[config.mk]
export PLATFORM = sky130hd
export DESIGN_NAME = button_debounce_short_long_press_top
export DESIGN_NICKNAME = d
export VERILOG_FILES = /design/src/hw/rtl/bdsl_pkg.sv /design/src/hw/rtl/bdsl_in_stage.sv /design/src/hw/rtl/bdsl_core.sv /design/src/hw/rtl/button_debounce_short_long_press_top.sv
export SDC_FILE = /design/constraint.sdc
export NUM_CORES = 1
export LEC_CHECK = 0
export ABC_AREA = 1
export CORE_AREA = 2 2 85 87
export CTS_CLUSTER_DIAMETER = 100
export DETAILED_ROUTE_END_ITERATION = 10
export DIE_AREA = 0 0 87 89
export DONT_BUFFER_PORTS = 1
export GPL_TIMING_DRIVEN = 0
export PLACE_DENSITY = 0.73
export REMOVE_ABC_BUFFERS = 1
export SKIP_CTS_REPAIR_TIMING = 1
export SLEW_MARGIN = 10
export SYNTH_ARGS = -nofsm -noshare
export SYNTH_HDL_FRONTEND = slang
export SYNTH_SLANG_ARGS = --single-unit
export TNS_END_PERCENT = 30
[constraint.sdc]
create_clock -name clk -period 2.4 [get_ports clk]
set_clock_uncertainty 0.05 [all_clocks]
set_input_delay 0.12 -clock clk [delete_from_list [all_inputs] [get_ports clk]]
set_output_delay 0.12 -clock clk [all_outputs]
set_load 0.01 [all_outputs]
[src/hw/rtl/bdsl_pkg.sv]
// shared types and constants for the button debounce / short-long press block
// no dependencies
package bdsl_pkg;

    localparam int unsigned DEBOUNCE_W = 8;
    localparam int unsigned LONG_W     = 16;
    localparam int unsigned CFG_DATA_W = 16;
    localparam int unsigned CFG_IDX_W  = 1;

    localparam logic [DEBOUNCE_W-1:0] DEBOUNCE_RESET = 8'd50;
    localparam logic [LONG_W-1:0]     LONG_RESET     = 16'd3000;

    localparam logic [CFG_IDX_W-1:0] CFG_DEBOUNCE = 1'b0;
    localparam logic [CFG_IDX_W-1:0] CFG_LONG     = 1'b1;

    typedef enum logic [2:0] {
        EV_NONE    = 3'd0,
        EV_PRESSED = 3'd1,
        EV_SHORT   = 3'd2,
        EV_LONG    = 3'd3,
        EV_ARMED   = 3'd4
    } event_t;

    // item held in the input register, handed to the core
    typedef struct packed {
        logic valid;
        logic button;
    } stage_t;

endpackage

[src/hw/rtl/bdsl_in_stage.sv]
// input register stage: captures one tick transfer and holds it for the core
// depends on bdsl_pkg
module bdsl_in_stage (
    input  logic              clk,
    input  logic              rst_n,
    input  logic              in_valid,
    output logic              in_stall,
    input  logic              button_down,
    input  logic              take,
    output bdsl_pkg::stage_t  item
);

    logic valid_reg;
    logic valid_next;
    logic button_reg;
    logic accept;

    assign in_stall = valid_reg && !take;
    assign accept   = in_valid && !in_stall;

    always_comb
    begin
        if (accept)
        begin
            valid_next = 1'b1;
        end
        else if (take)
        begin
            valid_next = 1'b0;
        end
        else
        begin
            valid_next = valid_reg;
        end
    end

    always_ff @(posedge clk or negedge rst_n)
    begin
        if (!rst_n)
        begin
            valid_reg <= 1'b0;
        end
        else
        begin
            valid_reg <= valid_next;
        end
    end

    always_ff @(posedge clk)
    begin
        if (accept)
        begin
            button_reg <= button_down;
        end
    end

    assign item.valid  = valid_reg;
    assign item.button = button_reg;

endmodule

[src/hw/rtl/bdsl_core.sv]
// debounce and press-classification state plus the result register
// depends on bdsl_pkg
module bdsl_core (
    input  logic                                clk,
    input  logic                                rst_n,
    input  bdsl_pkg::stage_t                    item,
    output logic                                take,
    input  logic                                cfg_we,
    input  logic [bdsl_pkg::CFG_IDX_W-1:0]      cfg_index,
    input  logic [bdsl_pkg::CFG_DATA_W-1:0]     cfg_data,
    output logic                                out_valid,
    input  logic                                out_stall,
    output logic [2:0]                          event_res,
    output logic [15:0]                         held_ms,
    output logic                                stable_level
);

    // configuration
    logic [bdsl_pkg::DEBOUNCE_W-1:0] debounce_reg;
    logic [bdsl_pkg::LONG_W-1:0]     long_reg;

    // tick state
    logic        started_reg,  started_next;
    logic        last_reg,     last_next;
    logic        stable_reg,   stable_next;
    logic [7:0]  quiet_reg,    quiet_next;
    logic [15:0] press_reg,    press_next;
    logic        long_done_reg, long_done_next;
    logic        armed_reg,    armed_next;

    // result
    logic             res_valid_reg, res_valid_next;
    bdsl_pkg::event_t ev_reg, ev_next;

    logic        raw;
    logic [15:0] press_inc;
    logic [7:0]  quiet_inc;

    always_ff @(posedge clk or negedge rst_n)
    begin
        if (!rst_n)
        begin
            debounce_reg <= bdsl_pkg::DEBOUNCE_RESET;
            long_reg     <= bdsl_pkg::LONG_RESET;
        end
        else if (cfg_we)
        begin
            case (cfg_index)
                bdsl_pkg::CFG_DEBOUNCE: debounce_reg <= cfg_data[bdsl_pkg::DEBOUNCE_W-1:0];
                bdsl_pkg::CFG_LONG:     long_reg     <= cfg_data[bdsl_pkg::LONG_W-1:0];
                default:                ;
            endcase
        end
    end

    assign take = item.valid && (!res_valid_reg || !out_stall);
    assign raw  = item.button;

    assign press_inc = (press_reg == 16'hFFFF) ? press_reg : press_reg + 16'd1;
    assign quiet_inc = (quiet_reg == 8'hFF) ? quiet_reg : quiet_reg + 8'd1;

    always_comb
    begin
        started_next   = started_reg;
        last_next      = last_reg;
        stable_next    = stable_reg;
        quiet_next     = quiet_reg;
        press_next     = press_reg;
        long_done_next = long_done_reg;
        armed_next     = armed_reg;
        ev_next        = bdsl_pkg::EV_NONE;
        if (!started_reg)
        begin
            // first tick seeds the levels
            started_next   = 1'b1;
            last_next      = raw;
            stable_next    = raw;
            quiet_next     = 8'd0;
            press_next     = 16'd0;
            long_done_next = 1'b0;
            armed_next     = !raw;
        end
        else
        begin
            press_next = press_inc;
            if (raw != last_reg)
            begin
                last_next  = raw;
                quiet_next = 8'd0;
            end
            else
            begin
                quiet_next = quiet_inc;
                if (quiet_inc >= debounce_reg)
                begin
                    if (raw == stable_reg)
                    begin
                        if (stable_reg && armed_reg && !long_done_reg && press_inc >= long_reg)
                        begin
                            long_done_next = 1'b1;
                            ev_next        = bdsl_pkg::EV_LONG;
                        end
                    end
                    else
                    begin
                        stable_next = raw;
                        if (raw)
                        begin
                            press_next     = 16'd0;
                            long_done_next = 1'b0;
                            ev_next        = armed_reg ? bdsl_pkg::EV_PRESSED
                                                       : bdsl_pkg::EV_NONE;
                        end
                        else if (!armed_reg)
                        begin
                            armed_next = 1'b1;
                            ev_next    = bdsl_pkg::EV_ARMED;
                        end
                        else if (long_done_reg)
                        begin
                            long_done_next = 1'b0;
                        end
                        else
                        begin
                            ev_next = bdsl_pkg::EV_SHORT;
                        end
                    end
                end
            end
        end
    end

    always_comb
    begin
        if (take)
        begin
            res_valid_next = 1'b1;
        end
        else if (out_stall)
        begin
            res_valid_next = res_valid_reg;
        end
        else
        begin
            res_valid_next = 1'b0;
        end
    end

    always_ff @(posedge clk or negedge rst_n)
    begin
        if (!rst_n)
        begin
            started_reg   <= 1'b0;
            last_reg      <= 1'b0;
            stable_reg    <= 1'b0;
            quiet_reg     <= 8'd0;
            press_reg     <= 16'd0;
            long_done_reg <= 1'b0;
            armed_reg     <= 1'b0;
            res_valid_reg <= 1'b0;
        end
        else
        begin
            res_valid_reg <= res_valid_next;
            if (take)
            begin
                started_reg   <= started_next;
                last_reg      <= last_next;
                stable_reg    <= stable_next;
                quiet_reg     <= quiet_next;
                press_reg     <= press_next;
                long_done_reg <= long_done_next;
                armed_reg     <= armed_next;
            end
        end
    end

    always_ff @(posedge clk)
    begin
        if (take)
        begin
            ev_reg <= ev_next;
        end
    end

    assign out_valid    = res_valid_reg;
    assign event_res    = ev_reg;
    // state registers carry the post-tick values of the last transfer
    assign held_ms      = press_reg;
    assign stable_level = stable_reg;

endmodule

[src/hw/rtl/button_debounce_short_long_press_top.sv]
// an input transfer reaches its result through the input register, then the result register
// throughput: one tick per cycle while out_stall is low, set by the state update in the core
// a result waiting on out_stall still lets one more tick enter the input register
// reset (rst_n, async, active low): all tick state cleared, config to defaults
// depends on bdsl_pkg, bdsl_in_stage, bdsl_core
module button_debounce_short_long_press_top (
    input  logic                            clk,
    input  logic                            rst_n,
    // tick input channel
    input  logic                            in_valid,
    output logic                            in_stall,
    input  logic                            button_down,
    // configuration write port
    input  logic                            cfg_we,
    input  logic [bdsl_pkg::CFG_IDX_W-1:0]  cfg_index,
    input  logic [bdsl_pkg::CFG_DATA_W-1:0] cfg_data,
    // result channel
    output logic                            out_valid,
    input  logic                            out_stall,
    output logic [2:0]                      event_res,
    output logic [15:0]                     held_ms,
    output logic                            stable_level
);

    bdsl_pkg::stage_t item;
    logic             take;

    // input register: one tick transfer waits here for the core
    bdsl_in_stage u_in_stage (
        .clk         (clk),
        .rst_n       (rst_n),
        .in_valid    (in_valid),
        .in_stall    (in_stall),
        .button_down (button_down),
        .take        (take),
        .item        (item)
    );

    // debounce, press timer and event decode, then the result register
    bdsl_core u_core (
        .clk          (clk),
        .rst_n        (rst_n),
        .item         (item),
        .take         (take),
        .cfg_we       (cfg_we),
        .cfg_index    (cfg_index),
        .cfg_data     (cfg_data),
        .out_valid    (out_valid),
        .out_stall    (out_stall),
        .event_res    (event_res),
        .held_ms      (held_ms),
        .stable_level (stable_level)
    );

    // the input side only backs up when a result is held by the sink
    a_stall_cause : assert property (@(posedge clk) disable iff (!rst_n)
        in_stall |-> (out_valid && out_stall))
        else $error("input stalled without a held result");

    // a press event restarts the timer and shows a pressed level
    a_press_held : assert property (@(posedge clk) disable iff (!rst_n)
        (out_valid && event_res == bdsl_pkg::EV_PRESSED) |-> (held_ms == 16'd0 && stable_level))
        else $error("press event without timer restart");

    // long press only fires while the debounced level is down
    a_long_level : assert property (@(posedge clk) disable iff (!rst_n)
        (out_valid && event_res == bdsl_pkg::EV_LONG) |-> stable_level)
        else $error("long press with button released");

    // short press and arming come with a released level
    a_release_level : assert property (@(posedge clk) disable iff (!rst_n)
        (out_valid && (event_res == bdsl_pkg::EV_SHORT || event_res == bdsl_pkg::EV_ARMED))
        |-> !stable_level)
        else $error("release event with button down");

endmodule
# ---- After elaboration in Yosys (flattened, before gate mapping)
# Cells that the tools add are included.
dict set report classes {
  n_addsub 2
  n_mux 37
  eq_ne 12
  n_lt_le_gt_ge 2
  n_reduce_logical 21
  n_bitwise 3
}
# operator n
set op_table {}
lappend op_table {{$mux W16} 6}
lappend op_table {{$mux W8} 3}
lappend op_table {{$mux W1} 23}
lappend op_table {{$add A16 B1 Y16 const B} 1}
lappend op_table {{$eq A16 B16 Y1 const B} 1}
lappend op_table {{$ge A16 B16 Y1} 1}
lappend op_table {{$ne A2 B2 Y1 const B} 5}
lappend op_table {{$reduce_and A5 Y1} 2}
lappend op_table {{$mux W3} 3}
lappend op_table {{$add A8 B1 Y8 const B} 1}
lappend op_table {{$eq A8 B8 Y1 const B} 1}
lappend op_table {{$ge A8 B8 Y1} 1}
lappend op_table {{$logic_and A1 B1 Y1} 6}
lappend op_table {{$logic_not A1 Y1} 6}
lappend op_table {{$reduce_and A2 Y1} 3}
lappend op_table {{$mux W2} 2}
lappend op_table {{$ne A4 B4 Y1 const B} 1}
lappend op_table {{$reduce_and A4 Y1} 1}
lappend op_table {{$ne A3 B3 Y1 const B} 1}
lappend op_table {{$not A1 Y1} 3}
lappend op_table {{$reduce_or A3 Y1} 1}
lappend op_table {{$ne A2 B1 Y1 const B} 1}
lappend op_table {{$reduce_bool A2 Y1} 1}
lappend op_table {{$eq A1 B1 Y1} 1}
lappend op_table {{other kinds (2)} 2}
dict set report word_totals {
  elab_cells 90
  out_inout_bits 22
  register_bits 59
  in_bits 23
}

# ---- Logic depth before layout (Yosys ltp)
dict set report depth {
  ltp_word 9
  depth_mapped 22
  mapped_depth_nobuf 22
}

# ---- Modules after synthesis
# A second synthesis with hierarchy kept.
dict set report hier_totals {
  hier_cells 474
  area_unflattened_um2 3562.2
}
# mod cells_per_inst instances area_per_inst_um2 seq_area_each_um2
set by_module_without_submodules {}
lappend by_module_without_submodules {bdsl_core 464 1 3459.6 1453.9}
lappend by_module_without_submodules {bdsl_in_stage 10 1 102.6 55.1}

# ---- Worst setup path before layout
# OpenSTA, ideal clock, no wires.
dict set report synth_timing {
  path_type {register to register}
  startpoint {reg u_core.quiet_reg[0]}
  endpoint {reg u_core.press_reg[3], in the netlist u_core.held_ms[3]}
  path_stages_with_launch 19
  t_required_ps 2213
  arrival_ps 2461
  setup_slack_ps -248
  setup_time_ps 137
  synth_period_minus_slack_ps 2648
  path_cell_list {dfrtp_1 > ha_1 > nand3_1 > nor2_1 > nand2_1 > nand3_1 > xor2_1 > inv_1 > ha_1 > nand2_1 > nor2_1 > nand4_1 > nand3_1 > nand2_1 > inv_1 > nand3_1 > buf_2 > nand2_1 > o21ai_0}
}
dict set report synth_between {
  elab_chain_len 6
}
# element line_no
set synth_rtl {}
lappend synth_rtl {{from (decl)} bdsl_core.sv:26} ;# logic [7:0] quiet_reg, quiet_next;
lappend synth_rtl {{from (signal assigned)} bdsl_core.sv:170} ;# quiet_reg <= quiet_next;
lappend synth_rtl {{$add A8 B1 Y8 / $eq A8 B8 Y1 (equally long branches)} bdsl_core.sv:60} ;# assign quiet_inc = (quiet_reg == 8'hFF) ? quiet_reg : quiet_reg + 8'd1;
lappend synth_rtl {{$mux W8 (*)} bdsl_core.sv:60}
lappend synth_rtl {{$ge A8 B8 Y1 (*)} bdsl_core.sv:94} ;# if (quiet_inc >= debounce_reg)
lappend synth_rtl {{$mux W16 (*)} bdsl_core.sv:94}
lappend synth_rtl {{$mux W16 (*)} bdsl_core.sv:86} ;# if (raw != last_reg)
lappend synth_rtl {{$mux W16 (*)} bdsl_core.sv:72} ;# if (!started_reg)
lappend synth_rtl {{to (signal assigned)} bdsl_core.sv:171} ;# press_reg <= press_next;
lappend synth_rtl {{to (decl)} bdsl_core.sv:27} ;# logic [15:0] press_reg, press_next;
# Mark *: on every way between the ends. The rest lies on a longest branch, timed or not.
# A chain may end at the register's enable or synchronous reset.

# ---- Final worst setup path
dict set report layout_timing {
  startpoint {reg u_core.press_reg[0], in the netlist u_core.held_ms[0]}
  endpoint {reg u_core.ev_reg[1], in the netlist u_core.event_res[1] (data pin)}
}
dict set report layout_between {
  elab_chain_len 6
}
# element line_no
set layout_rtl {}
lappend layout_rtl {{$add A16 B1 Y16 / $eq A16 B16 Y1 (equally long branches)} bdsl_core.sv:59} ;# assign press_inc = (press_reg == 16'hFFFF) ? press_reg : press_reg + 16'd1;
lappend layout_rtl {{$mux W16 (*)} bdsl_core.sv:59}
lappend layout_rtl {{$ge A16 B16 Y1 (*)} bdsl_core.sv:98} ;# if (stable_reg && armed_reg && !long_done_reg && press_inc >= long_reg)
lappend layout_rtl {{$logic_and A1 B1 Y1 (*)} bdsl_core.sv:98}
lappend layout_rtl {{$mux W2 (*)} bdsl_core.sv:98}
lappend layout_rtl {{$mux W3 (*)} bdsl_core.sv:96} ;# if (raw == stable_reg)
lappend layout_rtl {{to (signal assigned)} bdsl_core.sv:182} ;# ev_reg <= ev_next;
lappend layout_rtl {{to (decl)} bdsl_core.sv:33} ;# bdsl_pkg::event_t ev_reg, ev_next;
# Marks and branches as above.

==> run_results.csv <==
group,metric,value,unit
power,power_leakage,2.26,nW
outcome,violations,"negative setup slack",
floorplan,die_h,89,um
power,switching_power,0.00120,W
routing,drt_pass1_iterations,5,
worst_setup_path,cp_max_fo,7,
power,intPower,0.00234,W
power,p_comb_share,28.0,%
routing,wl_per_cell,14.4,um
global_routing,grt_pass1_wl,13.1,mm
layout,fillers,537,
floorplan,coreArea,6720,um^2
clocking,cts.sinks,59,
worst_setup_path,cp_num_buf_inv,2,
worst_setup_path,rr_startpoint,"u_core.held_ms[0]$_DFFE_PN0P_",
min_path,min_to,"u_in_stage.valid_reg$_DFFE_PN0P_",
floorplan,die_width,87,um
worst_setup_path,regToRegSetupSlack,-0.46,ns
timing,period_needed,2.86,ns
synthesis,yosysUniqueCellTypes,33,
worst_setup_path,cpLargestDelayFamily,"simple AND/OR/NAND/NOR gates",
run,cap_violations,0,
floorplan,io_pins,45,
clocking,clockBufferDepth,2,
worst_setup_path,setup.worst_path.start_class,"flip-flop",
synthesis,synth-seq-area-share,41.5,%
min_path,hold_depth,4,
global_routing,globalRouteTotalUtil,21.6,%
min_path,hp-class,"input pin to flip-flop",
global_routing,grt_use_met3,6.65,%
global_routing,gr-usage-met1,25.9,%
routing,initialDrtViolationCount,294,
worst_setup_path,critPathSlowestCell,"dfrtp_2",
outcome,status,"complete, but fails checks",
placed_design,placedInstanceArea,3690,um^2
global_routing,grt_pass1_vias,2883,
placed_design,gp_congestion,0.928,
floorplan,die-area,7740,um^2
timing,rsz0062_at_grt,"true",
clocking,clock_latency,0.34,ns
placed_design,placed_cells,549,
layout,num_antenna_cells,0,
routing,ant_nets,0,
power,sw_frac_of_total,33.9,%
layout,final_cell_mix,"nand2_1, inv_1, dfrtp_1, o21ai_0, a21oi_1",
clocking,cts_root_buf,"clkbuf_8",
power,clock_power_share,34.3,%
synthesis,ys_ff_latch,59,
layout,finalInstanceArea,4500,um^2
clocking,cts_tree,"yes",
clocking,cts_made_buffers,9,
layout,fin_cells,601,
placed_design,port_buffers,0,
global_routing,antenna_found_initial,0,
routing,wl,8.68,mm
clocking,htree_levels,3,
timing,max_slew.worst_pin.slew,0.986,ns
routing,drc,0,
synthesis,netlist_instances,478,
timing,hold_viol_final,0,
timing,worst_slew_margin_rel,34.1,%
worst_setup_path,critPathMaxStageDelay,0.50,ns
worst_setup_path,worstSetupPathType,"flip-flop to flip-flop",
timing,fmax,350,MHz
power,pwr-share-seq,37.7,%
worst_setup_path,r2r_end,"u_core.event_res[1]$_SDFFCE_PP0P_",
synthesis,syn_area_per_cell,7.60,um^2
worst_setup_path,rr_worst_depth,19,
timing,min_period_over_period,119,%
floorplan,initial_core_util,54.1,%
routing,vias_per_cell,5.45,
power,ir_worst_vdd,0.439,mV
power,power_per_cell_area,787,nW/um^2
layout,syn_to_final_growth,23.9,%
clocking,path_clk_slew,0.07,ns
layout,layout_commonest_cell,"nand2_1",
timing,drv_slew,0,
global_routing,top_usage_layer,"met2",
worst_setup_path,cp.arrival,2.91,ns
global_routing,grt_max_degree,56,
worst_setup_path,end_kind,"flip-flop",
synthesis,syn_area,3630,um^2
global_routing,grtUsageMet2,36.6,%
min_path,holdCritStartpoint,"out_stall",
worst_setup_path,worstPathRequired,2.45,ns
layout,layout.nets,566,
placed_design,hpwl,5.64,mm
worst_setup_path,path_cells,"ha_4, inv_1, nor3_4, buf_4, nand2_4, nor2_4, nor2_1, a21oi_1, ha_1, nand2_1, nand2_1, nand2_1, nand2_1, nand2_1, nand2_1, nand2_1, nand2_1, nand3_1, a21oi_1",
floorplan,rows,30,
global_routing,overflow,0,
routing,vias,3276,
worst_setup_path,path_common_cell,"nand2_1",
timing,setup_violations,21,
synthesis,ys_warn_count,0,
timing,layout_setup_ws,-0.458,ns
layout,drive_gt1_share,18.0,%
per-layer routing:
layer / part of all wire, % / vias up
met4: 1.7 / 0
met2: 50 / 113
li1: - / 1609
met5: 0 / -
met1: 42 / 1534
met3: 6.0 / 20
kinds of logic (layout without fill, tap and decap cells):
| group | Yosys count | after routing | share of synthesized area, % |
|---|---|---|---|
| AOI/OAI and AO/OA | 75 | 75 | 11.1 |
| xor gates and xnor gates | 14 | 14 | 3.37 |
| adders and majority gates | 27 | 27 | 9.30 |
| buffers and inverters | 93 | 135 | 9.85 |
| DFF | 59 | 59 | 41.5 |
| and+or+nand+nor | 210 | 211 | 24.9 |
how the worst max path moves through the flow:
stage	cells after the start	slack (ns)	start	end
2_1_floorplan	17	-0.31	u_core.quiet_reg[0]$_DFFE_PN0P_	u_core.held_ms[11]$_DFFE_PN0P_
3_3_place_gp	18	-0.92	u_core.quiet_reg[2]$_DFFE_PN0P_	u_core.held_ms[6]$_DFFE_PN0P_
3_5_place_dp	18	-1.02	u_core.quiet_reg[2]$_DFFE_PN0P_	u_core.held_ms[6]$_DFFE_PN0P_
4_1_cts	18	-1.05	u_core.quiet_reg[2]$_DFFE_PN0P_	u_core.held_ms[6]$_DFFE_PN0P_
5_1_grt	20	-0.58	u_core.held_ms[0]$_DFFE_PN0P_	u_core.long_done_reg$_DFFE_PN0P_
6_report	19	-0.46	u_core.held_ms[0]$_DFFE_PN0P_	u_core.event_res[1]$_SDFFCE_PP0P_
power groups by stage:
stage	registers [W]	logic, W	clock network [W]
finish	0.00134	0.000991	0.00122
global route	0.00135	0.00113	0.00127
CTS	0.00132	0.000781	0.00122
detailed placement	0.00134	0.000775	0
global placement	0.00133	0.000736	0
floorplan	0.00129	0.000613	0
cell usage after synthesis (all sizes together):
cell    count  share of area [%]
o22ai       2               0.34
o21a        1               0.21
a22o        2               0.48
nand2     129                 14
edfxtp      4                3.3
or2         1               0.17
nor3       11                2.0
inv        84                8.7
dfstp      10                7.2
xor2       11                2.7
ha         27                9.3
nand4       9                1.5
clkbuf      6               0.62
nor4        1               0.17
a31oi       2               0.34
buf         3               0.55
o21ai      39                5.5
nor2       32                3.8
xnor2       3               0.72
a21oi      29                4.2
nand3      27                3.7
dfrtp      45                 31
per-stage QoR:
stage | util (%) | power, W | hold slack, ns | worst slack (ns) | setup TNS, ns
floorplan | - | 0.00191 | -0.226 | -0.306 | -4.81
finish | 67.0 | 0.00354 | 0.0593 | -0.458 | -4.92
CTS | 58.9 | 0.00333 | -0.598 | -1.05 | -20.40
global placement | 54.9 | 0.00207 | -0.224 | -0.920 | -16.75
detailed placement | 54.9 | 0.00211 | -0.224 | -1.02 | -19.52
global route | 67.0 | 0.00376 | 0.103 | -0.577 | -9.03
cell type report:
class	count	area, um^2	area share [%]
multi-input combinational	327	1970	43.7
timing repair buffer	35	333	7.39
clock inverter	7	140	3.11
clock buffer	9	124	2.75
inverter	84	320	7.12
tap	80	100	2.22
sequential	59	1520	33.7
worst register-to-register path: stages, from the launching register on:
cell	delay [ns]
dfrtp_2	0.50
ha_4	0.17
inv_1	0.06
nor3_4	0.17
buf_4	0.17
nand2_4	0.06
nor2_4	0.20
nor2_1	0.06
a21oi_1	0.22
ha_1	0.29
nand2_1	0.07
nand2_1	0.05
nand2_1	0.05
nand2_1	0.05
nand2_1	0.05
nand2_1	0.09
nand2_1	0.07
nand2_1	0.06
nand3_1	0.09
a21oi_1	0.07
Note: power is estimated with default switching activity, not from simulation.
